$ cat src/rtl/core/swls_pkg.sv
// Shared widths, depths and saturation limits for the sliding window length statistics unit.
package swls_pkg;

  localparam int WIN_DEPTH  = 256;
  localparam int PTR_W      = 8;
  localparam int CNT_W      = 9;
  localparam int LEN_W      = 16;
  localparam int Q8_W       = 24;
  localparam int TREND_W    = 16;
  localparam int SUM_W      = 24;
  localparam int P2_W       = 34;
  localparam int ACC_W      = 56;
  localparam int DIV_NUM_W  = 72;
  localparam int DIV_DEN_W  = 40;
  localparam int DIV_CNT_W  = 7;
  localparam int ROOT_W     = 36;
  localparam int ROOT_CNT_W = 6;
  localparam int EMA_W      = 32;
  localparam int EMA_NUM_W  = 36;
  localparam int OUT_W      = 136;

  localparam logic [Q8_W-1:0] SAT_Q8 = '1;

endpackage

$ cat src/rtl/core/swls_sqrt.sv
// Digit-by-digit integer square root, one root bit per cycle.
module swls_sqrt
  import swls_pkg::*;
(
  input  logic                 clk,
  input  logic                 rst,
  input  logic                 start,
  input  logic [DIV_NUM_W-1:0] radicand,
  output logic [ROOT_W-1:0]    root,
  output logic                 done
);

  logic                  busy;
  logic [ROOT_CNT_W-1:0] cnt;
  logic [DIV_NUM_W-1:0]  rad;
  logic [ROOT_W+1:0]     rem;
  logic [ROOT_W+1:0]     cur;
  logic [ROOT_W+1:0]     trial;
  logic                  ge;

  assign cur   = {rem[ROOT_W-1:0], rad[DIV_NUM_W-1 -: 2]};
  assign trial = {root, 2'b01};
  assign ge    = cur >= trial;

  always_ff @(posedge clk) begin
    if (rst) begin
      busy <= 1'b0;
      done <= 1'b0;
      cnt  <= '0;
    end else begin
      done <= 1'b0;
      if (start) begin
        busy <= 1'b1;
        cnt  <= '0;
      end else if (busy) begin
        cnt <= cnt + 1'b1;
        if (cnt == ROOT_CNT_W'(ROOT_W - 1)) begin
          busy <= 1'b0;
          done <= 1'b1;
        end
      end
    end
  end

  always_ff @(posedge clk) begin
    if (start) begin
      rad  <= radicand;
      rem  <= '0;
      root <= '0;
    end else if (busy) begin
      rem  <= ge ? cur - trial : cur;
      root <= {root[ROOT_W-2:0], ge};
      rad  <= {rad[DIV_NUM_W-3:0], 2'b00};
    end
  end

endmodule

$ cat config.mk
export PLATFORM = sky130hd
export DESIGN_NAME = swls_sqrt
export DESIGN_NICKNAME = d
export VERILOG_FILES = /design/src/rtl/core/swls_pkg.sv /design/src/rtl/core/swls_sqrt.sv
export SDC_FILE = /design/constraint.sdc
export NUM_CORES = 1
export LEC_CHECK = 0
export BUFFER_PORTS_ARGS = -buffer_cell sky130_fd_sc_hd__buf_4
export CAP_MARGIN = 20
export CORE_MARGIN = 3
export CORE_UTILIZATION = 60
export CTS_BUF_LIST = sky130_fd_sc_hd__clkbuf_2 sky130_fd_sc_hd__clkbuf_4 sky130_fd_sc_hd__clkbuf_8
export CTS_CLUSTER_SIZE = 16
export DETAILED_ROUTE_END_ITERATION = 10
export PLACE_DENSITY = 0.83
export SETUP_SLACK_MARGIN = 0.4
export SYNTH_ARGS = -nofsm -noshare
export SYNTH_HDL_FRONTEND = slang
export SYNTH_SLANG_ARGS = --single-unit
$ cat constraint.sdc
create_clock -name clk -period 3.18 [get_ports clk]
set_input_delay 0.636 -clock clk [delete_from_list [all_inputs] [get_ports clk]]
set_output_delay 0.636 -clock clk [all_outputs]
set_load 0.1 [all_outputs]
==> impl_results.md, run 1 <==
- Status: complete, no violations
- Via count: 6474
- Cell row count: 42
- Remaining antenna violation count: 0
- Worst-Margin Slew: 0.646 ns
- Latest clock arrival within the worst-skew pair: 0.47 ns
- Detailed Place HPWL: 12800 um
- Main area contributors after synthesis: edfxtp_1 (26%), dfxtp_1 (19%), mux2_2 (9.5%)
- Rel. slew slack: 0.569
- Final core occ: 0.777
- CORE AREA: 0.0134 mm2
- Die Width: 124 um
- YS warnings: 0
- Tmin final: 2.84 ns
- Critical Path AT: 3.21 ns
- Post-synth EDFFs: 72
- PwrDens: 661 mW/mm2
- Pin count of the biggest net entering global routing: 73
- Syn-to-layout area delta: 25.4%
- Final Hold Viols: 0
- Final GP Congestion: 0.931
- Required @ worst endpoint: 3.54 ns
- Root Buffer: clkbuf_8
- Full die area: 0.0153 mm2
- FMAX: 0.352 GHz
- Vias in the first global route: 6417
- GRT Util Overall: 0.253
- Avg Vias per Cell: 5.89
- FFs w/ async S/R, synth: 0
- Top FF cell, synth: dfxtp_1
- Hold depth: 2
- Leak Pwr: 4.15 nW
- CTS tree: built
- Starting Density: 0.620
- Initial antenna violation count: 0
- Final worst-path cycle share: 0.894
- First-pass GRT wire length: 30700 um
- Netlist cell types: 56
- Syn Nets: 913
- Crit-path max FO: 4
- # diodes: 0
- Layout cells sized above 1: 0.389
- CTS Buf Count: 17
- Clock-pin slew on the worst setup and hold paths: 0.09 ns
- Fraction of the yosys area taken by sequential cells: 0.453
- DRT iter0 DRCs: 376
- Drt total wl: 19000 um
- Mapped Area: 0.00831 mm2
- Final nets: 1025
- Mapped Cells: 799
- Wire per inst: 17.3 um
- RSZ-0062 raised after global routing: true
- # clock sinks: 152
- Crit end category: register
- PnR worst setup slack: 0.337 ns
- Fill count: 836
- I/O pins: 112
- Total negative slack: 0 ns
- R2R cell count: 11
- Port bufs: 111
- Avg Cell Area, Syn: 10.4 um2
- Max cap viols: 0
- GRT overflow: 0
- Remaining DRCs: 0
- Yosys top cell area share: 0.260
- Yosys top cell by area: edfxtp_1
- Max-slew violations: 0
- Clock H-tree levels: 4
- DRT Pass-1 Iters: 5
- Hold Path Class: in -> reg
- Final setup viols: 0
- Peak supply drop: 0.000398 V
- Setup CP Type: reg -> reg
- Die Ht: 124 um
- #FFs+latches synth: 152
- Clk_skew: 0.0137 ns
- Clock Path Buffers: 2
- Pre-CTS setup slack: 0.238 ns
- Critical path startpoint category: register
[final cells by class]
| class | instances | area (um2) | area share |
|---|---|---|---|
| clock buffer | 17 | 234 | 0.0225 |
| clock inverter | 15 | 181 | 0.0174 |
| inverter | 45 | 169 | 0.0162 |
| multi-input combinational | 557 | 4620 | 0.443 |
| sequential | 152 | 3870 | 0.372 |
| tap | 176 | 220 | 0.0211 |
| timing repair buffer | 138 | 1120 | 0.108 |
[synthesized netlist by cell type, types with 3 or more instances]
| library cell | count |
|---|---|
| edfxtp_1 | 72 |
| nor3_1 | 7 |
| o21ai_1 | 6 |
| a31oi_1 | 5 |
| a211oi_1 | 36 |
| or2_2 | 6 |
| nand4_1 | 10 |
| o22ai_1 | 3 |
| mux2i_1 | 65 |
| buf_4 | 4 |
| nor2_1 | 93 |
| a21o_1 | 17 |
| dfxtp_1 | 80 |
| a21oi_1 | 36 |
| a311oi_1 | 3 |
| nand3_1 | 14 |
| mux2_2 | 70 |
| o21bai_1 | 8 |
| nand2_1 | 35 |
| inv_1 | 45 |
| xor2_1 | 18 |
| or3_1 | 4 |
| xnor2_1 | 18 |
| and2_1 | 3 |
| and3_1 | 4 |
| ha_1 | 39 |
| buf_1 | 6 |
| a21boi_0 | 3 |
| nand2b_1 | 6 |
| o21ai_0 | 16 |
| clkbuf_1 | 34 |
| o21a_1 | 3 |
[metrics by stage]
stage	hold WS [ns]	total power, mW	instance area (um2)	instances
2_1_floorplan	0.443	4.23	8510	799
3_3_place_gp	0.461	4.65	9470	1049
3_5_place_dp	0.486	4.72	9470	1049
4_1_cts	0.288	6.42	10000	1090
5_1_grt	0.296	7.23	10400	1100
6_report	0.310	6.88	10400	1100
[critical path, stage by stage, from the launching register on]
cell and delay, ns:
edfxtp_1 0.44, inv_2 0.11, ha_4 0.16, nor2b_4 0.04
o31a_1 0.26, o311a_1 0.31, a211o_4 0.31, a31oi_4 0.24
nor2_4 0.05, or3_1 0.34, a31o_1 0.23, a311oi_1 0.27
[cell families (layout without fill, tap and decap cells)]
kind of cell | count (synthesis) | count (layout) | share of synthesized area
AOI/OAI and AO/OA | 157 | 157 | 0.132
DFF | 152 | 152 | 0.453
and+or+nand+nor | 190 | 190 | 0.103
adders and majority gates | 39 | 39 | 0.0588
xor gates and xnor gates | 36 | 36 | 0.0380
muxes | 135 | 135 | 0.173
buffers and inverters | 90 | 215 | 0.0426
[repair_timing]
item	in CTS	in global routing
endpoints found under the setup margin	34	35
gates cloned	0	2
buffers inserted	9	8
hold buffers	0	0
resized for setup	17	64
pin swaps	2	13
[layer usage]
layer / global-route usage / routed length [um]
met2: 0.407 / 9020
met5: 0 / 0
met1: 0.317 / 7880
met3: 0.0849 / 1580
met4: 0.0976 / 495
[flip-flops by register name, summed over array words and instances, names as in the netlist]
signal  flops
rem        36
busy        1
done        1
cnt         6
rad        72
root       36
[where the power goes]
| group | internal, mW | switching, mW | total (mW) | leakage, nW |
|---|---|---|---|---|
| clock | 0.729 | 0.828 | 1.56 | 0.209 |
| combinational | 1.45 | 1.54 | 2.99 | 2.54 |
| sequential | 2.23 | 0.111 | 2.34 | 1.40 |
[final timing paths]
path,startpoint,to,slack [ns]
setup reg to reg,rad[70]$_DFFE_PP_,rem[34]$_SDFFE_PP0P_,0.34
setup / recovery,rad[70]$_DFFE_PP_,rem[34]$_SDFFE_PP0P_,0.34
hold reg to reg,cnt[5]$_SDFFE_PP0P_,done$_SDFF_PP0_,0.50
hold / removal,rst,busy$_SDFF_PP0_,0.31
[placed cells by master, fill, tap and decap left out, types with 7 or more instances in the layout]
cell,synthesis,routed
a211oi_1,36,28
dfxtp_4,0,24
a21oi_1,36,32
o21bai_1,8,7
xor2_1,18,18
inv_1,45,40
mux2i_1,65,60
a211oi_2,1,7
ha_2,0,13
mux2_2,70,70
ha_4,0,10
nor2_1,93,89
nand2_1,35,31
dfxtp_1,80,41
clkbuf_8,0,17
edfxtp_1,72,72
a21o_1,17,17
nand3_1,14,14
buf_4,4,131
nand4_1,10,10
o21ai_0,16,14
dfxtp_2,0,15
xnor2_1,18,18
ha_1,39,16
Power figures use the tool's default switching activity.
==> inputs of run 2 (changes only) <==
==> constraint.sdc (replaced) <==
create_clock -name clk -period 3.1 [get_ports clk]
set_input_delay 0.62 -clock clk [delete_from_list [all_inputs] [get_ports clk]]
set_output_delay 0.62 -clock clk [all_outputs]
set_load 0.1 [all_outputs]
==> run 2 against run 1 <==
  * Sequential power rose by 3%
  * Critical path depth rose by 1
  * Wire length rose by 13%
  * First-iteration DRC count rose by 8.5%
  * Non-clock buffer count rose by 24
  * Utilization rose by 3.0 points
  * Via count rose by 5.2%
  * Power rose by 9.4%
==> impl_results.md, run 2 (same netlist as run 1, synthesis figures left out) <==
- Hold Path Class: in -> reg
- Final core occ: 0.807 (+0.0298)
- # clock sinks: 152 (unchanged)
- Power Total: 7.53 mW (+9.4%)
- Leak Pwr: 4.32 nW (+4.0%)
- Die Width: 124 um (unchanged)
- Final Hold Viols: 0 (unchanged)
- Crit-path max FO: 5 (+1)
- Most common cell after layout, fill and taps aside: buf_4
- Root Buffer: clkbuf_8
- Remaining DRCs: 0 (unchanged)
- DRT iter0 DRCs: 408 (+8.5%)
- Initial antenna violation count: 0 (unchanged)
- Clk_skew: 0.0120 ns (-0.00164 ns)
- Peak supply drop: 0.000470 V (+18%)
- Wire per inst: 19.1 um (+11%)
- Clock Path Buffers: 2 (unchanged)
- Critical Path AT: 3.25 ns (+0.04 ns)
- Port bufs: 111 (unchanged)
- # diodes: 0 (unchanged)
- Die Ht: 124 um (unchanged)
- Setup CP Type: reg -> reg
- Largest regs: rad: 72 flops, rem: 36 flops, root: 36 flops
- Total negative slack: 0 ns (unchanged)
- First-pass GRT wire length: 32300 um (+5.4%)
- Final worst-path cycle share: 0.939 (+0.0449)
- Status: complete, no violations
- Tmin final: 2.91 ns (+0.0677 ns)
- Starting Density: 0.620 (unchanged)
- Critical path startpoint category: register
- RSZ-0062 raised after global routing: true
- Most frequent cells in the layout: buf_4 (150), nor2_1 (90), edfxtp_1 (72), mux2_2 (70), mux2i_1 (57)
- Non-filler instance count after layout: 1124 (+2.2%)
- Layout cells sized above 1: 0.427 (+0.0387)
- DRT Pass-1 Iters: 7 (+2)
- I/O pins: 112 (unchanged)
- Final setup viols: 0 (unchanged)
- Drt total wl: 21500 um (+13%)
- Clock H-tree levels: 4 (unchanged)
- Max cap viols: 0 (unchanged)
- Detailed Place HPWL: 13000 um (+2.0%)
- Clock power frac: 0.207 (-0.019)
- Rel. slew slack: 0.598 (+0.0293)
- Final nets: 1049 (+2.3%)
- Internal power: 4.82 mW (+9.4%)
- Sequential power share: 0.321 (-0.019)
- Placed Instances: 1049 (unchanged)
- Crit end category: register
- Max-slew violations: 0 (unchanged)
- Pin count of the biggest net entering global routing: 76 (+4.1%)
- Remaining antenna violation count: 0 (unchanged)
- CORE AREA: 0.0134 mm2 (unchanged)
- Via count: 6812 (+5.2%)
- Cell row count: 42 (unchanged)
- Full die area: 0.0153 mm2 (unchanged)
- Avg Vias per Cell: 6.06 (+3.0%)
- Vias in the first global route: 6646 (+3.6%)
- Sw frac: 0.360 (about the same)
- Pre-CTS setup slack: 0.0927 ns (-0.145 ns)
- DP Area: 0.00955 mm2 (+0.82%)
- Combinational Power Share: 0.472 (+0.038)
- Syn-to-layout area delta: 30.2%
- Largest register FFs: 72 (unchanged)
- GRT overflow: 0 (unchanged)
- Top reg by flops: rad
- Hold depth: 2 (unchanged)
- CTS tree: built
- Latest clock arrival within the worst-skew pair: 0.47 ns (about the same)
- Hold slack: 0.286 ns (-0.0236 ns)
- PwrDens: 696 mW/mm2 (+5.3%)
- Required @ worst endpoint: 3.44 ns (-0.10 ns)
- R2R cell count: 12 (+1)
- Fill count: 760 (-9.1%)
- Psw: 2.71 mW (+9.3%)
- Clock-pin slew on the worst setup and hold paths: 0.09 ns (about the same)
- PnR worst setup slack: 0.189 ns (-0.148 ns)
- GRT Util Overall: 0.268 (+0.0143)
- FMAX: 0.344 GHz (-2.3%)
- Final GP Congestion: 0.962 (+3.3%)
- Final Cell Area: 0.0108 mm2 (+3.8%)
- CTS Buf Count: 17 (unchanged)
- Worst-Margin Slew: 0.597 ns (-0.0493 ns)
## run 2: cell types whose count changed in the layout (fill, tap and decap cells not counted), sizes merged
cell	change
buf	+26
clkinv	+1
clkinvlp	+1
inv	-4
## run 2: cell type report
class                           count  area, um2  share of cell area
Clock buffer                       19        255              0.0236
Timing Repair Buffer              162       1340               0.124
Clock inverter                     13        145              0.0134
Inverter                           45        171              0.0159
Multi-Input combinational cell    557       4780               0.442
Tap cell                          176        220              0.0204
Sequential cell                   152       3900               0.361
## run 2: metal layers
metal	vias to the layer above	GRT usage	wire length, um
li1	3176	-	-
met4	0	0.129	1010
met1	3217	0.329	8450
met3	97	0.0813	1720
met2	322	0.430	10300
met5	-	0	0
## run 2: timing repair
action / 4_1_cts / 5_1_grt
setup endpoints to repair: 34 / 36
hold buffers: 0 / 0
cloned: 2 / 0
pin swaps: 10 / 39
setup buffers: 18 / 23
resized for setup: 33 / 76
## run 2: final timing paths
kind | start | end | slack (ns)
worst min-delay path | rst | busy$_SDFF_PP0_ | 0.29
worst min register to register | cnt[5]$_SDFFE_PP0P_ | done$_SDFF_PP0_ | 0.50
worst max-delay path | rem[1]$_SDFFE_PP0P_ | rem[5]$_SDFFE_PP0P_ | 0.19
worst max register to register | rem[1]$_SDFFE_PP0P_ | rem[5]$_SDFFE_PP0P_ | 0.19
## run 2: power by group through the flow
stage / Combinational, mW / Sequential, mW / Clock [mW]
after CTS: 2.93 / 2.40 / 1.58
after detailed placement: 2.46 / 2.43 / 0
after global placement: 2.40 / 2.43 / 0
after global routing: 3.77 / 2.43 / 1.67
after floorplan: 1.96 / 2.41 / 0
final: 3.56 / 2.42 / 1.56
## run 2: worst max-delay path: stages, from the launching register on
cell and delay [ns]:
dfxtp_1 0.46, ha_4 0.27, o21a_1 0.19, o31a_1 0.12, o311a_1 0.31, a211o_4 0.31, a31oi_4 0.25, o21ai_2 0.12
nand2_4 0.13, buf_6 0.15, buf_6 0.13, mux2i_1 0.23, a211oi_1 0.11
