### src/rtl/core/swls_pkg.sv
// Shared widths, depths and saturation limits for the sliding window length statistics unit.
package swls_pkg;

  localparam int WIN_DEPTH  = 256;
  localparam int PTR_W      = 8;
  localparam int CNT_W      = 9;
  localparam int LEN_W      = 16;
  localparam int Q8_W       = 24;
  localparam int TREND_W    = 16;
  localparam int SUM_W      = 24;
  localparam int P2_W       = 34;
  localparam int ACC_W      = 56;
  localparam int DIV_NUM_W  = 72;
  localparam int DIV_DEN_W  = 40;
  localparam int DIV_CNT_W  = 7;
  localparam int ROOT_W     = 36;
  localparam int ROOT_CNT_W = 6;
  localparam int EMA_W      = 32;
  localparam int EMA_NUM_W  = 36;
  localparam int OUT_W      = 136;

  localparam logic [Q8_W-1:0] SAT_Q8 = '1;

endpackage

### src/rtl/core/swls_div.sv
// Restoring divider that produces one quotient bit per cycle.
module swls_div
  import swls_pkg::*;
(
  input  logic                 clk,
  input  logic                 rst,
  input  logic                 start,
  input  logic [DIV_NUM_W-1:0] num,
  input  logic [DIV_DEN_W-1:0] den,
  output logic [DIV_NUM_W-1:0] quot,
  output logic                 done
);

  logic                 busy;
  logic [DIV_CNT_W-1:0] cnt;
  logic [DIV_NUM_W-1:0] work;
  logic [DIV_DEN_W-1:0] rem;
  logic [DIV_DEN_W-1:0] den_r;
  logic [DIV_DEN_W:0]   trial;
  logic                 ge;

  assign trial = {rem, work[DIV_NUM_W-1]};
  assign ge    = trial >= {1'b0, den_r};
  assign quot  = work;

  always_ff @(posedge clk) begin
    if (rst) begin
      busy <= 1'b0;
      done <= 1'b0;
      cnt  <= '0;
    end else begin
      done <= 1'b0;
      if (start) begin
        busy <= 1'b1;
        cnt  <= '0;
      end else if (busy) begin
        cnt <= cnt + 1'b1;
        if (cnt == DIV_CNT_W'(DIV_NUM_W - 1)) begin
          busy <= 1'b0;
          done <= 1'b1;
        end
      end
    end
  end

  always_ff @(posedge clk) begin
    if (start) begin
      work  <= num;
      rem   <= '0;
      den_r <= den;
    end else if (busy) begin
      rem  <= ge ? DIV_DEN_W'(trial - {1'b0, den_r}) : trial[DIV_DEN_W-1:0];
      work <= {work[DIV_NUM_W-2:0], ge};
    end
  end

endmodule

### config.mk
export PLATFORM = sky130hd
export DESIGN_NAME = swls_div
export DESIGN_NICKNAME = d
export VERILOG_FILES = /design/src/rtl/core/swls_pkg.sv /design/src/rtl/core/swls_div.sv
export SDC_FILE = /design/constraint.sdc
export NUM_CORES = 1
export LEC_CHECK = 0
export ABC_AREA = 1
export BUFFER_PORTS_ARGS = -buffer_cell sky130_fd_sc_hd__buf_2
export CAP_MARGIN = 10
export CORE_UTILIZATION = 55
export DETAILED_ROUTE_END_ITERATION = 8
export GPL_TIMING_DRIVEN = 0
export PLACE_DENSITY = 0.85
export SLEW_MARGIN = 20
export SYNTH_ARGS = -nofsm -noshare
export SYNTH_HDL_FRONTEND = slang
export SYNTH_SLANG_ARGS = --single-unit
export TNS_END_PERCENT = 10
### constraint.sdc
create_clock -name clk -period 8.8 [get_ports clk]
set_clock_uncertainty 0.2 [all_clocks]
set_input_delay 0.44 -clock clk [delete_from_list [all_inputs] [get_ports clk]]
set_output_delay 0.44 -clock clk [all_outputs]
set_load 0.005 [all_outputs]
==> impl_results.md, run 1 <==
* Status: completed
* Max-capacitance violation count at 0
* Core area at about 0.017 sq mm
* Critical Path RT at ~8700 ps
* HPWL Detailed at approximately 21 mm
* Netlist cell types at 34
* Clock latency on the worst-skew pair at roughly 440 ps
* Largest delay share family, worst path: buffers and inverters
* DRC Markers at 0
* Post-synthesis cell count at between 1,000 and 1,500
* Crit path buf inv count at 4
* Tightest Pin Transition at ~1100 ps
* Slew Limit Headroom at between 20 and 30%
* H-tree level count at 4
* Synth area leaders: edfxtp_1 (34%), nand2_1 (23%), dfxtp_1 (9.9%)
* Worst Hold End: quot[65]
* Hold WC Path Type: in -> reg
* Synth Cell Area at between 0.009 and 0.01 sq mm
* FF-to-FF setup slack at ~6000 ps
* Crit. path cell count at 5
* Crit share post-route at ~34%
* Port bufs at ~190
* Layout cells sized above 1 at 15.5%
* Diode count at 0
* Die H at 136 microns
* Maximum vdd drop at ~0.13 mV
* Syn Area/Cell at 7.13 sq um
* Fin. Hold Viols at 0
* CTS root buf: clkbuf_16
* Post-Synth Adder-Cell Area at under 10%
* Cell Rows at 48
* Setup CP Type: in -> reg
* # fillers at between 1,000 and 1,500
* Final #Nets at 1,790
* CP max FO at 58
* Total CTS buffers at 17
* Compound-gate portion of the synthesized area at approximately 3.7%
* WP data arrival at between 2000 and 3000 ps
* Yosys Warn Count at 0
* # IOs at ~190
* Area leader, netlist: edfxtp_1
* Initial antenna violation count at 0
* First-pass GRT wire length at roughly 43 mm
* Setup violators final at 0
* Vias in the first global route at 8,952
* Grt ovf at 0
* Simple-gate share of the synthesized area at approximately a third
* Mux share of post-synthesis cell area at 0%
* R2r endpoint: rem[32]
* Routability cong. at between 0.9 and 1
* #FFs+latches synth at 161
* Pwr dens at between 150 and 200 mW/mm^2
* XOR/XNOR Fraction of Synth Area at just under 2%
* Setup_tns at 0 ps
* Worst hold path depth at 3
* FF+latch area at about 0.0043 sq mm
* Maximum buffer depth of the clock tree at 2
* Setup Fix Bufs, Post-CTS at 0
* DR pass1 iterations at 7
* CTS tree: yes
* Post-synth top area share at between 30 and 40%
* Via count at ~9,400
* TritonCTS Sinks at 161
* Die area at between 0.015 and 0.02 sq mm
* Largest net degree at the start of global routing at just under 60
* Static Leak at around 6.5 nW
* Startpoint Class: primary input
* Critical R2R Launch: quot[71]
* Clock transition at path regs at around 80 ps
* Crit. End Element: flop
* Die Width at ~140 microns
* Wire length per cell at 14.4 microns
* Vias per cell at between 5 and 6
* Fmax at around 330 MHz
* RSZ-0062 raised after global routing: false
* Tmin final at approximately 3000 ps
* Initial core utilization at between 50 and 60%
* Iter 0 DRT Violations at ~640
* Worst path cell trace: buf_2, nor2_1, inv_1, clkbuf_4, buf_16
* Syn nets at roughly 1,500
* Reg2reg path depth at 15
* Sequential fraction of the synthesis area at 44.0%
* Max-slew violations at 0
* Final wirelength at roughly 27 mm
* Multi-input logic area at 0.00450 sq mm
* CP peak stage delay at between 700 and 800 ps
* Main combinational cell family by area after synthesis: simple AND/OR/NAND/NOR gates
* Detail Route Antenna Nets at 0
* Slowest cell on the critical path: buf_2
* Layout overhead on the synthesized area at 22.8%
* Gr usage total at between 20 and 30%
* Total power at between 0.0015 and 0.002 W
* Hold path start: num[65]
[metal layers]
metal	global-route usage [%]	part of all wire [%]
met1	34.7	41
met2	53.8	50
met3	6.71	6.4
met4	10.6	2.8
met5	0	0
[cell type report]
type	instances	share of cell area (%)
inverter	227	7.03
sequential	161	35.8
clock buffer	17	3.51
buffer	35	1.55
multi-input combinational	963	37.1
tap	225	2.32
timing repair buffer	228	11.2
clock inverter	15	1.43
[flip-flops by register name (all words and copies together), names as in the netlist]
| signal | count |
|---|---|
| den_r | 40 |
| rem | 40 |
| quot | 72 |
| done | 1 |
| cnt | 7 |
| busy | 1 |
[metrics by stage]
stage	std cells	setup slack (ps)	cell area, sq um	utilization (%)	hold slack, ps
floorplan	1386	5110	9880	-	243
finish	1871	5800	12100	69.6	61.1
global placement	1798	3010	11100	63.7	257
CTS	1871	5780	12100	69.6	54.3
detailed placement	1799	5350	11100	63.9	262
global route	1871	5630	12100	69.6	61.4
[tightest hold or removal path: stages]
cell and delay [ps]:
buf_2 70, nand2_1 40, nand2_1 50
[cells in the final DEF (no fill, tap or decap), types with 6 or more instances in the layout]
master,count
o21ai_0,12
nor2_2,8
clkbuf_16,17
o21ai_1,18
edfxtp_1,112
nand2_1,614
nor3_1,6
a21oi_1,29
ha_1,41
inv_1,220
clkbuf_1,22
buf_6,6
dlygate4sd3_1,40
buf_2,193
xnor2_1,21
nor2_1,75
nand3b_1,20
nand3_1,92
dfxtp_1,49
[cell usage after synthesis (all sizes together)]
master / number
xnor2: 21
and2: 2
dfxtp: 49
fa: 1
inv: 223
ha: 41
xor2: 1
o21ai: 30
buf: 12
a21o: 2
nand4: 4
o21bai: 2
nand3b: 20
nand3: 94
a31oi: 2
clkinv: 4
or2: 1
nand2: 619
a21oi: 30
edfxtp: 112
nor2: 85
nor3: 6
clkbuf: 23
a21boi: 2
[worst max-delay path by stage]
stage,startpoint,slack [ps],end
CTS,start,5780,quot[22]
global placement,start,3010,quot[25]
finish,start,5800,quot[22]
floorplan,busy,5110,quot[0]
global route,start,5630,quot[22]
detailed placement,start,5350,quot[25]
[where the power goes]
part           total [W]  internal (W)  switching (W)
Combinational   0.000239     0.0000994       0.000140
Clock           0.000742      0.000382       0.000360
Sequential      0.000898      0.000872      0.0000266
Total            0.00188       0.00135       0.000526
[logic make-up (layout without fill, tap and decap cells)]
kind of cell,count (synthesis),count (layout)
and+or+nand+nor,831,831
buffers and inverters,262,522
DFF,161,161
AOI/OAI and AO/OA,68,68
adders and majority gates,42,42
xor gates and xnor gates,22,22
[timing repair]
item / CTS / global route
resized for setup: 0 / 0
endpoints found under the hold margin: 40 / 0
hold buffers: 40 / 0
setup endpoints to repair: 0 / 0
(Power assumes the default switching activity.)
==> run 2: changes to the inputs <==
clock period = 2.95 ns   (was 8.8 ns; I/O delays follow)
==> run 2 against run 1 <==
Worst hold slack improved by 140 ps; clock power rose to 3.0 times the previous value; die area is the same; cell area is 5.8% higher; sequential share of layout area is 2.0 points lower; routed wire length grew 19%; sequential cell count stayed put; final cell count rose by 4.0%; sequential power increased to 3.0 times the previous value; via count rose by 10%; critical endpoint is now quot[23].
==> impl_results.md, run 2 (synthesis gave the netlist of run 1 again) <==
* WP data arrival at 2710 ps (was 2900 ps)
* # fillers at 1,298 (was 1,437)
* Post-CTS resize count at 0 (unchanged)
* TritonCTS Sinks at 161 (unchanged)
* Critical Path RT at 2870 ps (was 8710 ps)
* # IOs at 188 (unchanged)
* Total CTS buffers at 17 (unchanged)
* Crit. End Element: flop (unchanged)
* Die area at 0.0185 sq mm (unchanged)
* Setup violators final at 0 (unchanged)
* Worst path cell trace: buf_2, nor2_1, inv_1, clkbuf_4, buf_12 (was buf_2, nor2_1, inv_1, clkbuf_4, buf_16)
* Crit share post-route at between 90% and 100%
* CTS root buf: clkbuf_16 (unchanged)
* Tmin final at between 2000 and 3000 ps
* Setup CP Type: in -> reg (unchanged)
* H-tree level count at 4 (unchanged)
* Net Sw Power at 0.00166 W (was 0.000526 W)
* Vias in the first global route at 9,950 (was 8,952)
* Slew Limit Headroom at 30.5% (was 29.7%)
* Critical R2R Launch: busy (was quot[71])
* HPWL Detailed at 20.6 mm (was 20.9 mm)
* DRC Markers at 0 (unchanged)
* Maximum buffer depth of the clock tree at 2 (unchanged)
* Clock latency on the worst-skew pair at 450 ps (was 440 ps)
* Die H at 136 microns (unchanged)
* Fmax at around 360 MHz
* Tightest Pin Transition at 1040 ps (was 1050 ps)
* Max reg flops at 72 (unchanged)
* Layout cells sized above 1 at 14.9% (was 15.5%)
* Vias per cell at 5.33 (was 5.01)
* Clock transition at path regs at 70 ps (was 80 ps)
* Maximum vdd drop at 0.409 mV (was 0.132 mV)
* Static Leak at 6.77 nW (was 6.48 nW)
* Gr usage total at 35.6% (was 29.9%)
* CTS tree: yes (unchanged)
* CP peak stage delay at 770 ps (was 760 ps)
* Grt ovf at 0 (unchanged)
* Core area at 0.0174 sq mm (unchanged)
* Fin. Hold Viols at 0 (unchanged)
* Slowest cell on the critical path: buf_2 (unchanged)
* Hold path start: den[11] (was num[65])
* Routability cong. at 0.963 (about the same)
* Iter 0 DRT Violations at 1,048 (was 644)
* DR pass1 iterations at 8 (was 7)
* Wire length per cell at 16.6 microns (was 14.4 microns)
* Final hold slack at 203 ps (was 61.1 ps)
* Initial core utilization at 56.7% (unchanged)
* Final wirelength at 32.2 mm (was 27.0 mm)
* Most frequent cells in the layout: nand2_1 (614), inv_1 (220), buf_2 (193) (unchanged)
* Via count at 10,364 (was 9,382)
* Most common cell after layout, fill and taps aside: nand2_1 (unchanged)
* Comb power frac at 14.7% (was 12.7%)
* Final #Nets at 1,863 (was 1,790)
* Switching part of the total at 28.9% (was 28.0%)
* Clock power share at 38.4% (was 39.5%)
* RSZ-0062 raised after global routing: false (unchanged)
* Seq pwr share at 46.9% (was 47.8%)
* Port bufs at 187 (unchanged)
* Pwr dens at 448 mW/mm^2 (was 155 mW/mm^2)
* Die Width at 136 microns (unchanged)
* Internal power at 0.00408 W (was 0.00135 W)
* Hold WC Path Type: in -> reg (unchanged)
* CP max FO at 46 (was 58)
* Layout overhead on the synthesized area at 29.8% (was 22.8%)
* Startpoint Class: primary input (unchanged)
* Max-capacitance violation count at 0 (unchanged)
* Initial antenna violation count at 0 (unchanged)
* First-pass GRT wire length at 50.1 mm (was 42.5 mm)
* Worst Setup SP: start (unchanged)
* Max-slew violations at 0 (unchanged)
* Detail Route Antenna Nets at 0 (unchanged)
* Status: completed (unchanged)
* Total power at 0.00574 W (was 0.00188 W)
* Largest net degree at the start of global routing at 47 (was 59)
* Cell Rows at 48 (unchanged)
## run 2: changes by cell type in the layout (fill, tap and decap cells not counted), sizes merged
cell         change
clkinvlp         +2
clkinv           -6
inv              +4
diode            +2
dlygate4sd3     +73
## run 2: area by class of cell
type,count,area [sq um],share of cell area (%)
clock inverters,15,144,1.12
inverters,227,852,6.65
flip-flops and latches,161,4340,33.9
repair buffers,301,2090,16.3
multi-input cells,963,4500,35.1
diodes,2,5.00,0.0390
clock buffers,17,425,3.32
plain buffers,35,188,1.46
well taps,225,282,2.20
## run 2: repair_timing
item,CTS,global route
hold endpoints to repair,121,0
hold buffers,113,0
setup buffers,0,0
## run 2: critical path, delay by kind of cell
| kind | cells | cell delay (ps) |
|---|---|---|
| and+or+nand+nor | 1 | 440 |
| buffers and inverters | 4 | 2030 |
## run 2: metrics by stage
stage	utilization [%]	area, sq um	TNS (ps)	std cells	setup slack, ps
after CTS	73.6	12800	0	1944	151
after floorplan	-	9880	0	1386	425
after detailed placement	63.8	11100	-14450	1799	-313
after global placement	63.7	11100	-76920	1798	-975
final	73.6	12800	0	1946	159
after global routing	73.6	12800	0	1944	7.79
## run 2: metal layers
| layer | routed length [microns] | global-route usage [%] |
|---|---|---|
| met5 | 0 | 0 |
| met4 | 1520 | 16.7 |
| met3 | 2760 | 7.83 |
| met2 | 15500 | 62.2 |
| met1 | 12400 | 41.3 |
## run 2: power by group through the flow
stage	Sequential (W)	Combinational [W]	Clock, W
3_5_place_dp	0.00272	0.000672	0
2_1_floorplan	0.00272	0.000353	0
5_1_grt	0.00270	0.000911	0.00229
3_3_place_gp	0.00272	0.000647	0
4_1_cts	0.00268	0.000789	0.00217
6_report	0.00270	0.000843	0.00220
## run 2: final timing paths
check,end,slack [ps],depth (start not counted)
setup / recovery,quot[23],160,5
hold / removal,den_r[11],200,2
setup reg to reg,quot[23],160,5
hold reg to reg,rem[27],270,2
==> run 3: changes to the inputs <==
CELL_PAD_IN_SITES_DETAIL_PLACEMENT = 0   (was not set)
CELL_PAD_IN_SITES_GLOBAL_PLACEMENT = 2   (was not set)
CORE_UTILIZATION = 31   (was 55)
PLACE_DENSITY = 0.86   (was 0.85)
clock period = 3 ns   (was 2.95 ns; I/O delays follow)
==> run 3 against run 2 <==
Sequential cell count unchanged; non-clock buffer count is 1 lower; count of clock-buffer cells in the layout rose by 2; via count shrank 9.2%; worst hold slack lost 150 ps; global-route usage fell by 16 points; first-iteration DRC count decreased by 56%; sequential share of layout area fell by 0.51 points; critical path type is now reg -> reg; highest routed layer unchanged.
==> impl_results.md, run 3 (synthesis gave the netlist of run 1 again) <==
* Status: completed (unchanged)
* Tmin final at about 2800 ps
* Via count at 9,406 (was 10,364)
* Clock transition at path regs at 70 ps (about the same)
* Vias per cell at 4.45 (was 5.33)
* Maximum vdd drop at 0.402 mV (was 0.409 mV)
* Most frequent cells in the layout: nand2_1 (614), inv_1 (220), buf_2 (192) (was nand2_1 (614), inv_1 (220), buf_2 (193))
* Final wirelength at 30.5 mm (was 32.2 mm)
* FF-to-FF setup slack at 190 ps (was 160 ps)
* Slew Limit Headroom at 34.4% (was 30.5%)
* CTS root buf: clkbuf_16 (unchanged)
* Detail Route Antenna Nets at 0 (unchanged)
* Maximum buffer depth of the clock tree at 2 (unchanged)
* Worst Hold End: den_r[7] (was den_r[11])
* Initial antenna violation count at 0 (unchanged)
* Pwr dens at 430 mW/mm^2 (was 448 mW/mm^2)
* Vias in the first global route at 9,576 (was 9,950)
* Crit. End Element: flop (unchanged)
* Setup WS pre-CTS at -336 ps (was -313 ps)
* Clock latency on the worst-skew pair at 450 ps (about the same)
* Post-CTS resize count at 0 (unchanged)
* Max reg flops at 72 (unchanged)
* Critical R2R Launch: busy (unchanged)
* WP data arrival at 2680 ps (was 2710 ps)
* Hold WC Path Type: in -> reg (unchanged)
* Tightest Pin Transition at 981 ps (was 1040 ps)
* CP peak stage delay at 780 ps (was 770 ps)
* HPWL Detailed at 23.7 mm (was 20.6 mm)
* Routability cong. at 0.895 (was 0.963)
* Most common cell after layout, fill and taps aside: nand2_1 (unchanged)
* R2r endpoint: quot[9] (was quot[23])
* First-pass GRT wire length at 49.5 mm (was 50.1 mm)
* Wire length per cell at 14.4 microns (was 16.6 microns)
* TritonCTS Sinks at 161 (unchanged)
* Static Leak at 6.75 nW (was 6.77 nW)
* # fillers at 3,339 (was 1,298)
* H-tree level count at 4 (unchanged)
* CP max FO at 81 (was 46)
* Die area at 0.0326 sq mm (was 0.0185 sq mm)
* Crit share post-route at roughly 94%
* DR pass1 iterations at 6 (was 8)
* Setup violators final at 0 (unchanged)
* Startpoint Class: flop (was primary input)
* Hold path start: start (was den[11])
* FF+latch area at 0.00434 sq mm (unchanged)
* Layout cells sized above 1 at 14.6% (was 14.9%)
* Setup ws final at 194 ps (was 159 ps)
* DRC Markers at 0 (unchanged)
* Multi-input logic area at 0.00450 sq mm (unchanged)
* RSZ-0062 raised after global routing: false (unchanged)
* Critical Path RT at 2870 ps (about the same)
* Fmax at approximately 360 MHz
* Setup CP Type: reg -> reg (was in -> reg)
* Fin. Hold Viols at 0 (unchanged)
* Cell count after placement at 1,969 (was 1,799)
* Total CTS buffers at 17 (unchanged)
* Initial core utilization at 31.9% (was 56.7%)
* Port bufs at 187 (unchanged)
* Max-capacitance violation count at 0 (unchanged)
* Die Width at 180 microns (was 136 microns)
* CTS tree: yes (unchanged)
* Largest net degree at the start of global routing at 82 (was 47)
* Final #Nets at 1,862 (was 1,863)
* # IOs at 188 (unchanged)
* Final hold slack at 50.9 ps (was 203 ps)
* Reg2reg path depth at 4 (was 5)
* Worst hold path depth at 1 (was 2)
* Core area at 0.0310 sq mm (was 0.0174 sq mm)
* Max-slew violations at 0 (unchanged)
* Grt ovf at 0 (unchanged)
* Layout overhead on the synthesized area at 31.8% (was 29.8%)
* Diode count at 0 (was 2)
* Die H at 180 microns (was 136 microns)
* Cell Rows at 64 (was 48)
* Gr usage total at 19.4% (was 35.6%)
* Iter 0 DRT Violations at 457 (was 1,048)
* Layout Cells excl Fill at 2,114 (was 1,946)
* Worst path cell trace: clkbuf_1, nor2_1, inv_1, clkbuf_8 (was buf_2, nor2_1, inv_1, clkbuf_4, buf_12)
* Slowest cell on the critical path: nor2_1 (was buf_2)
run 3: timing repair:
item	in CTS	in global routing
setup buffers	0	0
hold buffers	113	0
hold endpoints to repair	121	0
run 3: worst max path at each step:
| stage | startpoint | end | depth (start not counted) |
|---|---|---|---|
| 2_1_floorplan | busy | quot[0] | 4 |
| 3_3_place_gp | start | quot[34] | 4 |
| 3_5_place_dp | start | quot[2] | 4 |
| 4_1_cts | busy | quot[28] | 4 |
| 5_1_grt | busy | quot[34] | 4 |
| 6_report | busy | quot[9] | 4 |
run 3: final cells by class:
class	count	share of cell area [%]
Multi-Input combinational cell	963	34.5
Sequential cell	161	33.4
Timing Repair Buffer	300	15.9
Inverter	227	6.55
Tap cell	396	3.81
Clock buffer	19	3.33
Buffer	35	1.49
Clock inverter	13	1.03
run 3: routing by layer:
layer  track usage (%)  routed length, microns  vias up  share of wire, %
met1              24.0                   14000     4237                46
met5                 0                       0        -                 0
met4              4.75                     333        0               1.1
met2              33.7                   14500      223                47
met3              4.73                    1710       14               5.6
li1                  -                       -     4932                 -
run 3: worst max-delay path: cells and delay by family, from the launching register on:
family | cells | cell delay [ps]
AND/OR/NAND/NOR | 1 | 780
buffers and inverters | 3 | 1060
flip-flops | 1 | 300
run 3: metrics by stage:
| stage | power, W | util [%] | cell area, sq um | setup TNS, ps |
|---|---|---|---|---|
| 6_report | 0.00560 | 42.0 | 13000 | 0 |
| 5_1_grt | 0.00587 | 42.0 | 13000 | 0 |
| 4_1_cts | 0.00568 | 42.0 | 13000 | 0 |
| 3_5_place_dp | 0.00335 | 36.5 | 11300 | -25110 |
| 3_3_place_gp | 0.00335 | 36.5 | 11300 | -102040 |
| 2_1_floorplan | 0.00302 | - | 9880 | 0 |
run 3: report_power, final:
group / switching [W] / internal [W] / total (W)
sequential: 0.0000768 / 0.00256 / 0.00264
clock: 0.000959 / 0.00123 / 0.00218
combinational: 0.000429 / 0.000350 / 0.000778
